--- config.mk ---
export PLATFORM = sky130hd
export DESIGN_NAME = spg_cell
export DESIGN_NICKNAME = d
export VERILOG_FILES = /design/src/rtl/spg_pkg.sv /design/src/rtl/spg_cell.sv
export SDC_FILE = /design/constraint.sdc
export NUM_CORES = 1
export LEC_CHECK = 0
export BUFFER_PORTS_ARGS = -buffer_cell sky130_fd_sc_hd__buf_4
export CAP_MARGIN = 20
export CORE_ASPECT_RATIO = 1.75
export CORE_MARGIN = 2
export CORE_UTILIZATION = 35
export CTS_CLUSTER_SIZE = 8
export DETAILED_ROUTE_END_ITERATION = 12
export GPL_TIMING_DRIVEN = 1
export MAX_ROUTING_LAYER = met4
export PLACE_DENSITY = 0.73
export RECOVER_POWER = 100
export SYNTH_ARGS = -nofsm -noshare
export SYNTH_HDL_FRONTEND = slang
export SYNTH_SLANG_ARGS = --single-unit
export TNS_END_PERCENT = 5
--- constraint.sdc ---
create_clock -name aclk -period 0.8 [get_ports aclk]
set_clock_uncertainty 0.2 [all_clocks]
set_input_delay 0.04 -clock aclk [delete_from_list [all_inputs] [get_ports aclk]]
set_output_delay 0.04 -clock aclk [all_outputs]
set_load 0.05 [all_outputs]
--- src/rtl/spg_pkg.sv ---
// Shared types, constants and arithmetic helpers for the smoothness penalty
// and gradient block. No dependencies.
package spg_pkg;

    // Field widths
    localparam int SAMPLE_W  = 32;
    localparam int LAMBDA_W  = 24;
    localparam int GRAD_W    = 48;
    localparam int PEN_W     = 64;
    localparam int CFG_IDX_W = 2;

    // Number of window cells
    localparam int N_CELLS = 4;

    // Results produced per sample at most
    localparam int MAX_RES = 3;

    // Second difference of three samples: 34 bits signed
    localparam int DIFF_W = SAMPLE_W + 2;

    // Register indexes
    localparam logic [CFG_IDX_W-1:0] CFG_LAMBDA = 2'd0;
    localparam logic [CFG_IDX_W-1:0] CFG_ORDER  = 2'd1;

    // Difference order
    localparam logic MODE_FIRST  = 1'b0;
    localparam logic MODE_SECOND = 1'b1;

    // Status codes
    localparam logic STATUS_OK    = 1'b0;
    localparam logic STATUS_SHORT = 1'b1;

    // Saturation limits
    localparam logic signed [PEN_W-1:0] GRAD_MAX_64 = 64'sh0000_7FFF_FFFF_FFFF;
    localparam logic signed [PEN_W-1:0] GRAD_MIN_64 = 64'shFFFF_8000_0000_0000;
    localparam logic signed [PEN_W-1:0] PEN_MAX     = 64'sh7FFF_FFFF_FFFF_FFFF;

    // One result transaction
    typedef struct packed {
        logic signed [GRAD_W-1:0] grad;
        logic signed [PEN_W-1:0]  penalty;
        logic                     last;
        logic                     status;
    } result_t;

    // Round Q.32 product to Q.16, ties toward +infinity
    function automatic logic signed [PEN_W-1:0] round16(input logic signed [PEN_W-1:0] x);
        logic signed [PEN_W-1:0] y;
        y = x + 64'sd32768;
        return y >>> 16;
    endfunction

    // Clamp to the 48-bit gradient range
    function automatic logic signed [GRAD_W-1:0] sat48(input logic signed [PEN_W-1:0] x);
        logic signed [PEN_W-1:0] y;
        if (x > GRAD_MAX_64) begin
            y = GRAD_MAX_64;
        end else if (x < GRAD_MIN_64) begin
            y = GRAD_MIN_64;
        end else begin
            y = x;
        end
        return y[GRAD_W-1:0];
    endfunction

    // a - 2b + c, exact
    function automatic logic signed [DIFF_W-1:0] sec_diff(
        input logic signed [SAMPLE_W-1:0] a,
        input logic signed [SAMPLE_W-1:0] b,
        input logic signed [SAMPLE_W-1:0] c
    );
        logic signed [DIFF_W-1:0] ea;
        logic signed [DIFF_W-1:0] eb;
        logic signed [DIFF_W-1:0] ec;
        ea = DIFF_W'(a);
        eb = DIFF_W'(b);
        ec = DIFF_W'(c);
        return ea - (eb <<< 1) + ec;
    endfunction

endpackage

--- src/rtl/spg_cell.sv ---
// One window cell: holds a sample and its occupied flag, passes both to the
// next cell on every accepted transaction. Depends on spg_pkg.
module spg_cell (
    input  logic                                 aclk,
    input  logic                                 aresetn,
    input  logic                                 shift,
    input  logic                                 clear,
    input  logic signed [spg_pkg::SAMPLE_W-1:0]  sample_in,
    input  logic                                 occ_in,
    output logic signed [spg_pkg::SAMPLE_W-1:0]  sample_out,
    output logic                                 occ_out
);

    logic signed [spg_pkg::SAMPLE_W-1:0] sample_reg;
    logic                                occ_reg;
    logic                                occ_next;

    // Occupancy drops to empty at the end of a vector
    always_comb begin
        occ_next = occ_reg;
        if (shift) begin
            occ_next = clear ? 1'b0 : occ_in;
        end
    end

    always_ff @(posedge aclk) begin
        if (!aresetn) begin
            occ_reg <= 1'b0;
        end else begin
            occ_reg <= occ_next;
        end
    end

    // Sample only matters while occupied
    always_ff @(posedge aclk) begin
        if (shift) begin
            sample_reg <= sample_in;
        end
    end

    assign sample_out = sample_reg;
    assign occ_out    = occ_reg;

endmodule

Word level (Yosys, flattened, before mapping)
Cells that the tools add are included.
Word-level totals
  register bits after elaboration: 33
  output and inout port bits: 33
Cells by class
  mux-type cells: 1
Operators by type and width (count)
  $mux 1: 1

Longest topological paths before layout
  depth in word-level cells: 1
  mapped depth: 2
  depth with buffers taken out: 2

Least setup slack after synthesis
No wires, ideal clock.
  kind: register to register
  start: register occ_out (netlist name)
  end: register occ_reg, in the netlist occ_out
  library setup time: 60 ps
  data arrival time: 795 ps
  data required time: 540 ps
  path slack: -254 ps
  stages on the path, launching flop included: 3
  buffers on the path: 0
  clock period less this slack: 1054 ps
  cell sequence: dfxtp_1 > nand3b_1 > nand2_1
RTL lines
  to (signal assigned): line spg_cell.sv:30  | occ_reg <= occ_next;
  to (decl): line spg_cell.sv:15  | logic occ_reg;

Final worst setup path
  start: register sample_reg, in the netlist sample_out[10]
  end: output port sample_out[10] (netlist bit)
RTL lines
  from (decl): line spg_cell.sv:14  | logic signed [spg_pkg::SAMPLE_W-1:0] sample_reg;
  from (signal assigned): line spg_cell.sv:37  | sample_reg <= sample_in;
  to (decl): line spg_cell.sv:10  | output logic signed [spg_pkg::SAMPLE_W-1:0] sample_out,
No word-level cell between the ends.

==> flow_metrics.env <==
export IMPL_status="finished with violations"
export IMPL_violations="hold timing, setup timing"
export IMPL_syn_num_nets=73
export IMPL_netSwitchingFraction_pct=28.0
export IMPL_cts_tree="done"
export IMPL_clk_insertion_delay_late_ns=0.27
export IMPL_layout_cells_non_filler=142
export IMPL_ios=70
export IMPL_pwr_share_seq_pct=51.0
export IMPL_cp_slowest_cell="edfxtp_1"
export IMPL_min_path_type="in2reg"
export IMPL_wire_per_inst_um=15.0
export IMPL_antennaDiodeCount=0
export IMPL_root_buffer="clkbuf_8"
export IMPL_p_int_mw=2.98
export IMPL_ys_ff_latch=33
export IMPL_netlist_instances=36
export IMPL_cpLargestDelayFamily="flip-flops"
export IMPL_dp_slack_ns=-0.0396
export IMPL_setup_viol=33
export IMPL_syn_area_per_cell_um2=27.8
export IMPL_pwr_share_clk_pct=26.9
export IMPL_chipHeight_um=74.7
export IMPL_setup_ws_ns=-0.282
export IMPL_max_freq_mhz=924
export IMPL_path_cells="buf_6"
export IMPL_rows=25
export IMPL_worst_pin_slew_ns=0.287
export IMPL_ant_nets=0
export IMPL_cp_buffers_inverters=1
export IMPL_critPathLaunchType="flop"
export IMPL_gp_congestion=0.688
export IMPL_crit_type="reg2out"
export IMPL_core_area_um2=2720
export IMPL_rsz0062_at_grt="true"
export IMPL_drv_slew=0
export IMPL_antenna_found_initial=0
export IMPL_numCtsBuffers=5
export IMPL_viasPerCell=4.42
export IMPL_gr_usage_all_layers_pct=14.5
export IMPL_clkTransAtPathRegs_ns=0.06
export IMPL_fp_dieW_um=44.4
export IMPL_p_leak_nw=0.747
export IMPL_fillers=201
export IMPL_netlist_area_um2=1000
export IMPL_ys_seq_area_share_pct=98.0
export IMPL_clockBufferDepth=2
export IMPL_dieArea_um2=3320
export IMPL_synthToLayoutAreaGrowth_pct=77.2
export IMPL_grt_max_degree=23
export IMPL_nets=151
export IMPL_p_per_area_nw_per_um2=2330
export IMPL_grt_pass1_wl_mm=3.02
export IMPL_port_buffers=69
export IMPL_p_switching_mw=1.15
export IMPL_combPwrFrac_pct=22.2
export IMPL_htreeDepth=2
export IMPL_crit_path_end_kind="output port"
export IMPL_dp_cells=134
export IMPL_required_ns=0.56
export IMPL_grt_pass1_vias=620
export IMPL_ir_worst_vdd_v=0.00158
export IMPL_drt_total_wl_mm=2.13
export IMPL_crit_fanout=1
export IMPL_slowest_delay_ns=0.40
export IMPL_hold_violations=33
export IMPL_cts_sinks=33
export IMPL_maxCapViolCount=0
export IMPL_synth_cell_types=5
export IMPL_drt_iter0_drc=11
export IMPL_ys_warn_count=0
export IMPL_via_count=627
export IMPL_final_util_pct=65.2
export IMPL_start_util_pct=36.8
export IMPL_drt_pass1_iterations=2
export IMPL_relSlewSlack_pct=80.8
export IMPL_fin_crit_sh_pct=135
export IMPL_grt_overflow=0
export IMPL_hold_worst_slack_ns=-0.241
export IMPL_drive_gt1_share_pct=67.0
export IMPL_post_route_min_period_ns=1.08
export IMPL_drc=0
export IMPL_crit_arrival_ns=0.84
==> cells in the final DEF (no fill, tap or decap), types with 2 or more instances in the layout <==
master     n
clkbuf_4  33
buf_6     32
edfxtp_1  32
clkbuf_8   5
buf_4      3
clkinv_1   2
==> power by group through the flow <==
stage               clock network, mW  logic, mW  registers [mW]
floorplan                           0    0.00316            2.59
global placement                    0      0.857            2.11
detailed placement                  0      0.869            2.12
CTS                              1.15      0.949            2.11
global route                     1.23      0.944            2.11
finish                           1.11      0.916            2.11
==> sequential cells by signal, summed over array words and instances (netlist names) <==
| name | cells |
|---|---|
| occ_out | 1 |
| sample_out | 32 |
==> metrics by stage <==
| stage | total power, mW | instance area (um2) | hold WS (ns) | setup TNS, ns |
|---|---|---|---|---|
| 6_report | 4.13 | 1770 | -0.241 | -8.51 |
| 5_1_grt | 4.29 | 1770 | -0.256 | -9.55 |
| 4_1_cts | 4.21 | 1810 | -0.272 | -8.95 |
| 3_5_place_dp | 2.99 | 1600 | 0.0194 | -0.830 |
| 3_3_place_gp | 2.97 | 1600 | 0.0188 | -0.352 |
| 2_1_floorplan | 2.59 | 1000 | -0.0611 | -1.33 |
==> metal layers <==
layer	routed length [um]	GRT usage [%]	up-vias
met2	1350	25.8	32
met5	0	-	-
met1	573	11.7	289
li1	-	-	299
met3	131	5.04	7
met4	73	10.1	0
==> cell type report <==
class | count | area, um2 | area share, %
repair buffers | 71 | 654 | 36.9
multi-input cells | 3 | 20.0 | 1.13
clock buffers | 5 | 68.8 | 3.88
flip-flops and latches | 33 | 985 | 55.5
clock inverters | 3 | 12.5 | 0.705
well taps | 27 | 33.8 | 1.90
==> cells by family after synthesis <==
kind of cell | after synthesis | synth area share (%)
flip-flops | 33 | 98.0
AND/OR/NAND/NOR | 3 | 2.00
==> synth_stat cells <==
master,n,area share [%]
dfxtp_1,1,2.0
edfxtp_1,32,96
nand2_1,1,0.37
nand3b_1,1,0.75
nand4b_1,1,0.88
==> timing repair <==
action / in CTS / in global routing
setup endpoints to repair: 33 / 34
pin swaps: 0 / 2
hold endpoints to repair: 65 / 65
resized for setup: 34 / 0
setup buffers: 0 / 0
==> final timing paths <==
path	depth (start not counted)	slack, ns	endpoint	startpoint
setup / recovery	1	-0.28	sample_out[10]	sample_out[10]
hold / removal	1	-0.24	sample_out[14]	sample_in[14]
setup reg to reg	2	0.02	occ_out	occ_out
hold reg to reg	2	0.31	occ_out	occ_out
(Power assumes the default switching activity.)
